`config.mk`:
```
export PLATFORM = sky130hd
export DESIGN_NAME = eight_bit_cpu_alu_with_flags_flat
export DESIGN_NICKNAME = d
export VERILOG_FILES = /design/src/hdl/ebalu_pkg.sv /design/src/hdl/ebalu_in_if.sv /design/src/hdl/ebalu_out_if.sv /design/src/hdl/ebalu_core.sv /design/src/hdl/eight_bit_cpu_alu_with_flags.sv /design/src/flat_wrapper.sv
export SDC_FILE = /design/constraint.sdc
export NUM_CORES = 1
export LEC_CHECK = 0
export BUFFER_PORTS_ARGS = -buffer_cell sky130_fd_sc_hd__buf_2
export CAP_MARGIN = 10
export CORE_MARGIN = 2
export CORE_UTILIZATION = 35
export CTS_CLUSTER_SIZE = 30
export DETAILED_ROUTE_END_ITERATION = 12
export PLACE_DENSITY = 0.53
export SLEW_MARGIN = 5
export SYNTH_ARGS = -nofsm -noshare
export SYNTH_HDL_FRONTEND = slang
export SYNTH_HIERARCHICAL = 1
export SYNTH_SLANG_ARGS = --single-unit
```
`constraint.sdc`:
```
create_clock -name clk -period 5.25 [get_ports clk]
set_clock_uncertainty 0.15 [all_clocks]
set_input_delay 1.05 -clock clk [delete_from_list [all_inputs] [get_ports clk]]
set_output_delay 1.05 -clock clk [all_outputs]
set_load 0.05 [all_outputs]
```
`src/hdl/ebalu_pkg.sv`:
```
`timescale 1ns / 1ps
`default_nettype none

package ebalu_pkg;

  localparam int CMD_W  = 4;
  localparam int WORD_W = 16;
  localparam int BYTE_W = 8;
  localparam int NIB_W  = 4;

  typedef enum logic [CMD_W-1:0] {
    OP_ADD8  = 4'd0,
    OP_SUB8  = 4'd1,
    OP_ADD16 = 4'd2,
    OP_SUB16 = 4'd3,
    OP_AND8  = 4'd4,
    OP_OR8   = 4'd5,
    OP_XOR8  = 4'd6,
    OP_INC8  = 4'd7,
    OP_DEC8  = 4'd8
  } op_t;

  typedef struct packed {
    logic [CMD_W-1:0]  cmd;
    logic [WORD_W-1:0] operand_a;
    logic [WORD_W-1:0] operand_b;
  } req_t;

  typedef struct packed {
    logic [WORD_W-1:0] result;
    logic              flag_zero;
    logic              flag_subtract;
    logic              flag_half;
    logic              flag_carry;
    logic              carry_updated;
  } res_t;

endpackage

`default_nettype wire

```
`src/hdl/ebalu_in_if.sv`:
```
`timescale 1ns / 1ps
`default_nettype none

interface ebalu_in_if;
  logic                         valid;
  logic                         ready;
  logic [ebalu_pkg::CMD_W-1:0]  cmd;
  logic [ebalu_pkg::WORD_W-1:0] operand_a;
  logic [ebalu_pkg::WORD_W-1:0] operand_b;

  modport source (output valid, output cmd, output operand_a, output operand_b,
                  input ready);
  modport sink (input valid, input cmd, input operand_a, input operand_b,
                output ready);
endinterface

`default_nettype wire

```
`src/hdl/ebalu_out_if.sv`:
```
`timescale 1ns / 1ps
`default_nettype none

interface ebalu_out_if;
  logic                         valid;
  logic                         ready;
  logic [ebalu_pkg::WORD_W-1:0] result;
  logic                         flag_zero;
  logic                         flag_subtract;
  logic                         flag_half;
  logic                         flag_carry;
  logic                         carry_updated;

  modport source (output valid, output result, output flag_zero, output flag_subtract,
                  output flag_half, output flag_carry, output carry_updated,
                  input ready);
  modport sink (input valid, input result, input flag_zero, input flag_subtract,
                input flag_half, input flag_carry, input carry_updated,
                output ready);
endinterface

`default_nettype wire

```
`src/hdl/ebalu_core.sv`:
```
`timescale 1ns / 1ps
`default_nettype none

module ebalu_core (
  input  var ebalu_pkg::req_t req,
  output var ebalu_pkg::res_t res
);

  logic [ebalu_pkg::BYTE_W-1:0] a8;
  logic [ebalu_pkg::BYTE_W-1:0] b8;
  logic [ebalu_pkg::BYTE_W:0]   sum8;
  logic [ebalu_pkg::BYTE_W:0]   diff8;
  logic [ebalu_pkg::WORD_W:0]   sum16;
  logic [ebalu_pkg::WORD_W:0]   diff16;
  logic [ebalu_pkg::NIB_W:0]    nib_sum;
  logic [ebalu_pkg::NIB_W:0]    nib_diff;
  logic [ebalu_pkg::BYTE_W-1:0] inc8;
  logic [ebalu_pkg::BYTE_W-1:0] dec8;
  logic [ebalu_pkg::NIB_W-1:0]  a_nib;
  logic [ebalu_pkg::WORD_W-1:0] res_word;
  logic                         known;

  assign a8    = req.operand_a[ebalu_pkg::BYTE_W-1:0];
  assign b8    = req.operand_b[ebalu_pkg::BYTE_W-1:0];
  assign a_nib = req.operand_a[ebalu_pkg::NIB_W-1:0];

  assign sum8   = {1'b0, a8} + {1'b0, b8};
  assign diff8  = {1'b0, a8} - {1'b0, b8};
  assign sum16  = {1'b0, req.operand_a} + {1'b0, req.operand_b};
  assign diff16 = {1'b0, req.operand_a} - {1'b0, req.operand_b};
  // Both widths take their half flag from the low nibble.
  assign nib_sum  = {1'b0, a_nib} + {1'b0, req.operand_b[ebalu_pkg::NIB_W-1:0]};
  assign nib_diff = {1'b0, a_nib} - {1'b0, req.operand_b[ebalu_pkg::NIB_W-1:0]};
  assign inc8 = a8 + 8'd1;
  assign dec8 = a8 - 8'd1;

  always_comb begin
    res_word          = '0;
    known             = 1'b1;
    res.flag_subtract = 1'b0;
    res.flag_half     = 1'b0;
    res.flag_carry    = 1'b0;
    res.carry_updated = 1'b1;
    unique case (req.cmd)
      ebalu_pkg::OP_ADD8: begin
        res_word       = {8'd0, sum8[ebalu_pkg::BYTE_W-1:0]};
        res.flag_carry = sum8[ebalu_pkg::BYTE_W];
        res.flag_half  = nib_sum[ebalu_pkg::NIB_W];
      end
      ebalu_pkg::OP_SUB8: begin
        res_word          = {8'd0, diff8[ebalu_pkg::BYTE_W-1:0]};
        res.flag_subtract = 1'b1;
        res.flag_carry    = diff8[ebalu_pkg::BYTE_W];
        res.flag_half     = nib_diff[ebalu_pkg::NIB_W];
      end
      ebalu_pkg::OP_ADD16: begin
        res_word       = sum16[ebalu_pkg::WORD_W-1:0];
        res.flag_carry = sum16[ebalu_pkg::WORD_W];
        res.flag_half  = nib_sum[ebalu_pkg::NIB_W];
      end
      ebalu_pkg::OP_SUB16: begin
        res_word          = diff16[ebalu_pkg::WORD_W-1:0];
        res.flag_subtract = 1'b1;
        res.flag_carry    = diff16[ebalu_pkg::WORD_W];
        res.flag_half     = nib_diff[ebalu_pkg::NIB_W];
      end
      ebalu_pkg::OP_AND8: begin
        res_word      = {8'd0, a8 & b8};
        res.flag_half = 1'b1;
      end
      ebalu_pkg::OP_OR8: begin
        res_word = {8'd0, a8 | b8};
      end
      ebalu_pkg::OP_XOR8: begin
        res_word = {8'd0, a8 ^ b8};
      end
      ebalu_pkg::OP_INC8: begin
        res_word          = {8'd0, inc8};
        res.flag_half     = (a_nib == 4'hF);
        res.carry_updated = 1'b0;
      end
      ebalu_pkg::OP_DEC8: begin
        res_word          = {8'd0, dec8};
        res.flag_subtract = 1'b1;
        res.flag_half     = (a_nib == 4'h0);
        res.carry_updated = 1'b0;
      end
      default: begin
        // Unused codes return all zeros, zero flag included.
        known             = 1'b0;
        res.carry_updated = 1'b0;
      end
    endcase
    res.result    = res_word;
    res.flag_zero = known && (res_word == '0);
  end

endmodule

`default_nettype wire

```
`src/hdl/eight_bit_cpu_alu_with_flags.sv`:
```
`timescale 1ns / 1ps
`default_nettype none

// Path: a request beat is taken into the input register, passes the ALU logic and
//   is offered from the result register; each register holds one beat.
// Throughput: one operation per cycle unless rsp.ready stalls the result register;
//   the ALU logic between the two registers is a single pass.
// Reset (rst, synchronous, active high) empties both registers; data bits are
//   not reset.
module eight_bit_cpu_alu_with_flags (
  input  wire          clk,
  input  wire          rst,
  ebalu_in_if.sink     req,
  ebalu_out_if.source  rsp
);

  ebalu_pkg::req_t req_beat;
  ebalu_pkg::req_t op_reg;
  ebalu_pkg::res_t core_res;
  ebalu_pkg::res_t res_reg;
  logic            op_valid;
  logic            res_valid;
  logic            op_advance;
  logic            res_load;

  assign req_beat.cmd       = req.cmd;
  assign req_beat.operand_a = req.operand_a;
  assign req_beat.operand_b = req.operand_b;

  // Result stage frees up when empty or when its beat is taken this cycle.
  assign res_load   = !res_valid || rsp.ready;
  assign op_advance = op_valid && res_load;
  assign req.ready  = !op_valid || res_load;

  always_ff @(posedge clk) begin
    if (rst) begin
      op_valid <= 1'b0;
    end else if (req.ready) begin
      op_valid <= req.valid;
    end
  end

  always_ff @(posedge clk) begin
    if (req.ready && req.valid) begin
      op_reg <= req_beat;
    end
  end

  ebalu_core u_core (
    .req (op_reg),
    .res (core_res)
  );

  always_ff @(posedge clk) begin
    if (rst) begin
      res_valid <= 1'b0;
    end else if (res_load) begin
      res_valid <= op_valid;
    end
  end

  always_ff @(posedge clk) begin
    if (op_advance) begin
      res_reg <= core_res;
    end
  end

  assign rsp.valid         = res_valid;
  assign rsp.result        = res_reg.result;
  assign rsp.flag_zero     = res_reg.flag_zero;
  assign rsp.flag_subtract = res_reg.flag_subtract;
  assign rsp.flag_half     = res_reg.flag_half;
  assign rsp.flag_carry    = res_reg.flag_carry;
  assign rsp.carry_updated = res_reg.carry_updated;

  a_accept_loads_op : assert property (@(posedge clk) disable iff (rst)
    req.valid && req.ready |=> op_valid)
    else $error("accepted request beat did not reach the operand register");

  a_advance_loads_res : assert property (@(posedge clk) disable iff (rst)
    op_advance |=> res_valid)
    else $error("operand beat advanced but no result beat followed");

  a_held_op_stays : assert property (@(posedge clk) disable iff (rst)
    op_valid && !res_load |=> op_valid && $stable(op_reg))
    else $error("stalled operand beat was lost or changed");

  a_zero_matches : assert property (@(posedge clk) disable iff (rst)
    res_valid && res_reg.flag_zero |-> res_reg.result == '0)
    else $error("zero flag set on a nonzero result");

  a_kept_carry_clear : assert property (@(posedge clk) disable iff (rst)
    res_valid && !res_reg.carry_updated |-> !res_reg.flag_carry)
    else $error("carry reported on an operation that keeps carry");

endmodule

`default_nettype wire

```
`src/flat_wrapper.sv`:
```
// flat-port wrapper written by rule: the top's interface ports become plain ports
module eight_bit_cpu_alu_with_flags_flat 
  (clk, rst, req_valid, req_cmd, req_operand_a, req_operand_b, req_ready, rsp_valid, rsp_result, rsp_flag_zero, rsp_flag_subtract, rsp_flag_half, rsp_flag_carry, rsp_carry_updated, rsp_ready);
  ebalu_in_if req_i ();
  ebalu_out_if rsp_i ();
  input  wire clk;
  input  wire rst;
  input wire logic [$bits(req_i.valid)-1:0] req_valid;
  input wire logic [$bits(req_i.cmd)-1:0] req_cmd;
  input wire logic [$bits(req_i.operand_a)-1:0] req_operand_a;
  input wire logic [$bits(req_i.operand_b)-1:0] req_operand_b;
  output wire logic [$bits(req_i.ready)-1:0] req_ready;
  output wire logic [$bits(rsp_i.valid)-1:0] rsp_valid;
  output wire logic [$bits(rsp_i.result)-1:0] rsp_result;
  output wire logic [$bits(rsp_i.flag_zero)-1:0] rsp_flag_zero;
  output wire logic [$bits(rsp_i.flag_subtract)-1:0] rsp_flag_subtract;
  output wire logic [$bits(rsp_i.flag_half)-1:0] rsp_flag_half;
  output wire logic [$bits(rsp_i.flag_carry)-1:0] rsp_flag_carry;
  output wire logic [$bits(rsp_i.carry_updated)-1:0] rsp_carry_updated;
  input wire logic [$bits(rsp_i.ready)-1:0] rsp_ready;
  assign req_i.valid = req_valid;
  assign req_i.cmd = req_cmd;
  assign req_i.operand_a = req_operand_a;
  assign req_i.operand_b = req_operand_b;
  assign req_ready = req_i.ready;
  assign rsp_valid = rsp_i.valid;
  assign rsp_result = rsp_i.result;
  assign rsp_flag_zero = rsp_i.flag_zero;
  assign rsp_flag_subtract = rsp_i.flag_subtract;
  assign rsp_flag_half = rsp_i.flag_half;
  assign rsp_flag_carry = rsp_i.flag_carry;
  assign rsp_carry_updated = rsp_i.carry_updated;
  assign rsp_i.ready = rsp_ready;
  eight_bit_cpu_alu_with_flags u_core (.clk(clk), .rst(rst), .req(req_i), .rsp(rsp_i));
endmodule
```
* After elaboration in Yosys (flattened, before gate mapping) *
Cells that the tools add are included.

storage, ports and cells
  bits in registers = 59
  input port bits = 40
  output and inout port bits = 23
  logic and storage cells = 52

operators by class
  $add $sub $neg = 8
  eq/ne operators = 9
  mux-type cells = 6
  bitwise operators = 3
  reduce and logical (&&, ||, !) cells = 15

operators with widths
  cell                                                  count
  one-hot mux 16 bit (9 select lines)                   1
  adder 16 x 16 -> 17 bit                               1
  subtractor 16 x 16 -> 17 bit                          1
  equality test 4 x 3 -> 1 bit (second input constant)  4
  logical NOT 16 bit                                    1
  adder 8 x 8 -> 9 bit                                  1
  OR reduction 9 bit                                    1
  subtractor 8 x 8 -> 9 bit                             1
  adder 8 x 1 -> 8 bit (second input constant)          1
  AND 8 bit                                             1
  equality test 4 x 2 -> 1 bit (second input constant)  2
  equality test 4 bit (second input constant)           2
  logical NOT 4 bit                                     2
  OR 8 bit                                              1
  subtractor 8 x 1 -> 8 bit (second input constant)     1
  bitwise XOR 8 bit                                     1
  OR reduction 7 bit                                    1
  adder 4 x 4 -> 5 bit                                  1
  one-hot mux 1 bit (5 select lines)                    1
  subtractor 4 x 4 -> 5 bit                             1
  equality test 4 x 1 -> 1 bit (second input constant)  1
  one-hot mux 1 bit (4 select lines)                    1
  OR reduction 2 bit                                    2
  logical AND 1 bit                                     3
  other kinds (4)                                       8

* Depth between registers and ports, before layout *
  depth in word-level cells = 4
  depth in mapped cells = 14
  mapped depth without buffers = 12

* Modules after synthesis *
Netlist, hierarchy kept.

modules (own cells, without submodules)
  module                        instances  cells each  area an instance (µm²)
  ebalu_core                    1          400         2703.8
  eight_bit_cpu_alu_with_flags  1          67          1815.5

* Least setup slack after synthesis *
No wires, ideal clock.

  path kind = register -> register
  from = register u_core/op_reg[19] in the netlist's numbering
  to = register u_core.res_reg (netlist bit u_core/rsp.flag_zero) (data pin)
  arrival time = 3.328 ns
  required time = 4.950 ns
  slack = 1.622 ns
  cell stages (with the launch flop) = 14
  cell sequence = edfxtp_1 clkbuf_1 inv_1 ha_1 buf_2 nor3_1 or3_1 a21oi_1 xor2_1 a221o_1 nor4_1 or4b_1 or4_1 nor3_2

RTL lines
  element                 line                                source
  from (decl)             eight_bit_cpu_alu_with_flags.sv:18  ebalu_pkg::req_t op_reg;
  from (signal assigned)  eight_bit_cpu_alu_with_flags.sv:45  op_reg <= req_beat;
  to (signal assigned)    eight_bit_cpu_alu_with_flags.sv:64  res_reg <= core_res;
  to (decl)               eight_bit_cpu_alu_with_flags.sv:20  ebalu_pkg::res_t res_reg;

==> out/qor.log <==
INFO  route          wl_per_cell=16.2um
INFO  critical_path  worst_path_largest_cell_delay=0.84ns
INFO  layout         largest_register_ffs=36
INFO  placed_design  routabilityCongestion=0.920
INFO  timing         worstMarginPinSlew=0.893ns
INFO  worst_hold_path min_delay_worst_endpoint=u_core/rsp.valid$_SDFFE_PP0P_
INFO  synthesis      number_of_distinct_standard_cells_referenced_by_the_synthesized_netlist=67
INFO  route          detail_route.wirelength.met1=5630um
INFO  layout         nFillCells=1276
INFO  synthesis      synth_flop_cell=sky130_fd_sc_hd__edfxtp_1
INFO  worst_hold_path hold_path.startpoint=u_core/op_valid$_SDFFE_PP0P_
INFO  route          drt_first_iter_violations=239
INFO  floorplanning  die_y=118um
INFO  cts            cts_buffers=9
INFO  timing         finalSetupTns=0ns
INFO  timing         fmax=0.234GHz
INFO  global_route   grt_first_pass_wirelength=18500um
INFO  critical_path  worstPathMaxFanout=17
INFO  global_route   first_global_vias=3529
INFO  cts            cts_tree=done
INFO  power_and_ir_drop sw_frac_of_total=30.1%
INFO  layout         nets=609
INFO  power_and_ir_drop p_comb_share=24.3%
INFO  power_and_ir_drop seq_power_share=39.9%
INFO  worst_hold_path holdPathStages=2
INFO  route          detail_route.drc_violations=0
INFO  timing         slew_violations=0
INFO  route          routed-via-count=3669
INFO  power_and_ir_drop total_power=0.00145W
INFO  route          met2RoutedLength=4760um
INFO  placed_design  dp.final_hpwl=8470um
INFO  global_route   antenna_found_initial=0
INFO  cts            post_cts_resize_count=0
INFO  synthesis      syn_nets=556
INFO  route          drt_wl_total=11300um
INFO  worst_hold_path min_path_type=flop to flop
INFO  power_and_ir_drop internal_power=0.00101W
INFO  timing         period_needed=4.28ns
INFO  critical_path  worstSetupPathType=flop to flop
INFO  run_status     status=finished clean
INFO  critical_path  arrival=4.32ns
INFO  placed_design  dp_cells=681
INFO  cts            cts.sinks=59
INFO  timing         report.final.setup_viol=0
INFO  critical_path  crit_path_start_kind=flop
INFO  critical_path  reg_to_reg_critical_path_endpoint=u_core/rsp.flag_zero$_DFFE_PP_
INFO  route          drt_pre_antenna_iters=5
INFO  critical_path  crit_required=5.29ns
INFO  layout         finish.cell_count_without_fillers=697
INFO  critical_path  critical_path.endpoint_type=flop
INFO  critical_path  ff2ff_path_depth=12
INFO  critical_path  timing.reg2reg.setup_slack=0.97ns
INFO  layout         multi_input_area=0.00248sqmm
INFO  route          route.antenna.remaining_nets=0
INFO  cts            clock-root-buffer=sky130_fd_sc_hd__clkbuf_16
INFO  route          met3_wirelength=629um
INFO  floorplanning  dieWidth=118um
INFO  global_route   gr-total-overflow=0
INFO  floorplanning  floorplan.die_area=0.0138sqmm
INFO  synthesis      yosys_register_bits=59
INFO  timing         timing.final.crit_share=81.5%
INFO  critical_path  cp_slowest_cell=sky130_fd_sc_hd__nor4b_4
INFO  layout         areaGrowthSynthToFinish=15.5%
INFO  job            maxCapViolCount=0
INFO  cts            htree_num_levels=3
INFO  critical_path  worstReg2RegStart=u_core/op_reg[34]$_DFFE_PP_
INFO  layout         stdcell_area=0.00522sqmm
INFO  layout         layout-drive-gt1-share=16.4%
INFO  timing         grt_setup_unrepaired=no
INFO  synthesis      synth_edf_count=57
INFO  cts            clockBufferDepth=2
INFO  layout         n_antenna_cell=0
INFO  synthesis      post_synthesis_async_set_or_reset_flop_share=0%
INFO  global_route   grt_usage=17.1%
INFO  layout         layout_common_cells=62 x sky130_fd_sc_hd__buf_2, 57 x sky130_fd_sc_hd__edfxtp_1, 49 x sky130_fd_sc_hd__inv_1
INFO  floorplanning  start_util=35.8%
INFO  power_and_ir_drop netSwitchingPower=0.000438W
INFO  synthesis      ys.warnings.count=6
INFO  synthesis      synthesis.area_per_instance=9.68squm
INFO  timing         hold_viol_final=0
INFO  synthesis      synth_area=0.00452sqmm
INFO  cts            cts_hold_buf=0
INFO  power_and_ir_drop p_leak=2.19nW
INFO  route          route.top_layer_used=met4
INFO  floorplanning  row_count=41
INFO  cts            post_cts.repair.setup_buffers=0
INFO  layout         regArea=0.00175sqmm
INFO  layout         most_common_cell_after_layout_fill_and_taps_aside=sky130_fd_sc_hd__buf_2
INFO  power_and_ir_drop worst_ir_drop_vdd=0.144mV
INFO  synthesis      synthesis.instances=467
INFO  power_and_ir_drop pwr_density_cell=278mW/mm^2
INFO  critical_path  cp_cell_sequence=nor4b_4 -> xnor2_1 -> ha_1 -> nor4_1 -> nand2_1 -> o21ai_1 -> xnor2_1 -> a221o_1 -> nor4_1 -> or4b_1 -> or4_1 -> nor3_2
INFO  placed_design  place.port_buffers=62
INFO  cts            clkTransAtPathRegs=0.05ns
INFO  floorplanning  placeableCoreArea=0.0126sqmm
INFO  floorplanning  io-pin-count=63
INFO  route          via_count_normalized_by_instance_count=5.26
INFO  placed_design  postPlaceCellArea=0.00496sqmm
INFO  power_and_ir_drop clkPwrFrac=35.8%
INFO  cts            clkLatencyLatePin=0.33ns
INFO  timing         maxSlewHeadroom=40.2%
INFO  global_route   grt_start_max_net_pins=42
INFO  synthesis      synth.yosys.seq_area_share=38.8%
==> worst max-delay path: cells and delay by family, from the launching register on <==
kind | cells | cell delay (ns)
AND/OR/NAND/NOR | 7 | 2.36
flip-flops | 1 | 0.65
AO/OA/AOI/OAI | 2 | 0.47
adder cells (fa/ha/maj) | 1 | 0.28
XOR/XNOR | 2 | 0.23
==> routing by layer <==
| metal | up-vias | global-route usage (%) |
|---|---|---|
| li1 | 1834 | - |
| met1 | 1695 | 24.1 |
| met2 | 125 | 24.5 |
| met3 | 15 | 4.75 |
| met4 | 0 | 7.53 |
| met5 | - | 0 |
==> Yosys cell counts, types with 6 or more instances <==
| cell | n | area [sq um] |
|---|---|---|
| sky130_fd_sc_hd__nand2_1 | 27 | 101 |
| sky130_fd_sc_hd__mux2i_1 | 8 | 80.1 |
| sky130_fd_sc_hd__nor2_1 | 29 | 109 |
| sky130_fd_sc_hd__buf_2 | 7 | 35.0 |
| sky130_fd_sc_hd__o211ai_1 | 6 | 45.0 |
| sky130_fd_sc_hd__nor2b_1 | 9 | 56.3 |
| sky130_fd_sc_hd__clkbuf_1 | 12 | 45.0 |
| sky130_fd_sc_hd__nor4_1 | 9 | 56.3 |
| sky130_fd_sc_hd__inv_1 | 49 | 184 |
| sky130_fd_sc_hd__a31oi_1 | 11 | 68.8 |
| sky130_fd_sc_hd__edfxtp_1 | 57 | 1710 |
| sky130_fd_sc_hd__nor3_1 | 8 | 40.0 |
| sky130_fd_sc_hd__a21oi_1 | 33 | 165 |
| sky130_fd_sc_hd__a21o_1 | 9 | 67.6 |
| sky130_fd_sc_hd__xnor2_1 | 12 | 105 |
| sky130_fd_sc_hd__nand2b_1 | 8 | 50.1 |
| sky130_fd_sc_hd__o21bai_1 | 7 | 52.6 |
| sky130_fd_sc_hd__o21ai_0 | 22 | 110 |
| sky130_fd_sc_hd__ha_1 | 47 | 588 |
==> final cells by class <==
cell class,instances,area share [%]
clock buffers,16,5.01
flip-flops and latches,59,33.6
repair buffers,64,6.23
well taps,172,4.12
inverters,49,3.52
multi-input cells,337,47.5
==> how the worst max path moves through the flow <==
stage               slack, ns                              to                         from  cells after the start
floorplan                1.62  u_core/rsp.flag_zero$_DFFE_PP_  u_core/op_reg[19]$_DFFE_PP_                     13
global placement          1.0  u_core/rsp.flag_zero$_DFFE_PP_  u_core/op_reg[34]$_DFFE_PP_                     12
detailed placement       0.96  u_core/rsp.flag_zero$_DFFE_PP_  u_core/op_reg[34]$_DFFE_PP_                     12
CTS                      0.95  u_core/rsp.flag_zero$_DFFE_PP_  u_core/op_reg[34]$_DFFE_PP_                     12
global route             0.62  u_core/rsp.flag_zero$_DFFE_PP_  u_core/op_reg[34]$_DFFE_PP_                     12
finish                   0.97  u_core/rsp.flag_zero$_DFFE_PP_  u_core/op_reg[34]$_DFFE_PP_                     12
==> metrics by stage <==
step / hold slack, ns / util [%] / setup WS [ns]
after floorplan: 0.311 / - / 1.62
after global placement: 0.322 / 39.3 / 0.997
after detailed placement: 0.334 / 39.3 / 0.960
after CTS: 0.341 / 41.4 / 0.948
after global routing: 0.385 / 41.4 / 0.619
final: 0.338 / 41.4 / 0.969
==> power by group through the flow <==
stage	clock network [W]	registers (W)	logic [W]
after floorplan	0	0.000616	0.000226
after global placement	0	0.000587	0.000348
after detailed placement	0	0.000588	0.000348
after CTS	0.000543	0.000579	0.000349
after global routing	0.000561	0.000583	0.000391
final	0.000520	0.000579	0.000353
==> cell families (layout without fill, tap and decap cells) <==
kind of cell,count (synthesis),after routing,share of synthesized area [%]
buffers and inverters,71,129,6.34
AOI/OAI and AO/OA,143,143,21.7
xor gates and xnor gates,15,15,2.91
adders and majority gates,49,49,13.9
DFF,59,59,38.8
and+or+nand+nor,122,122,14.7
muxes,8,8,1.77
(Power assumes the default switching activity.)
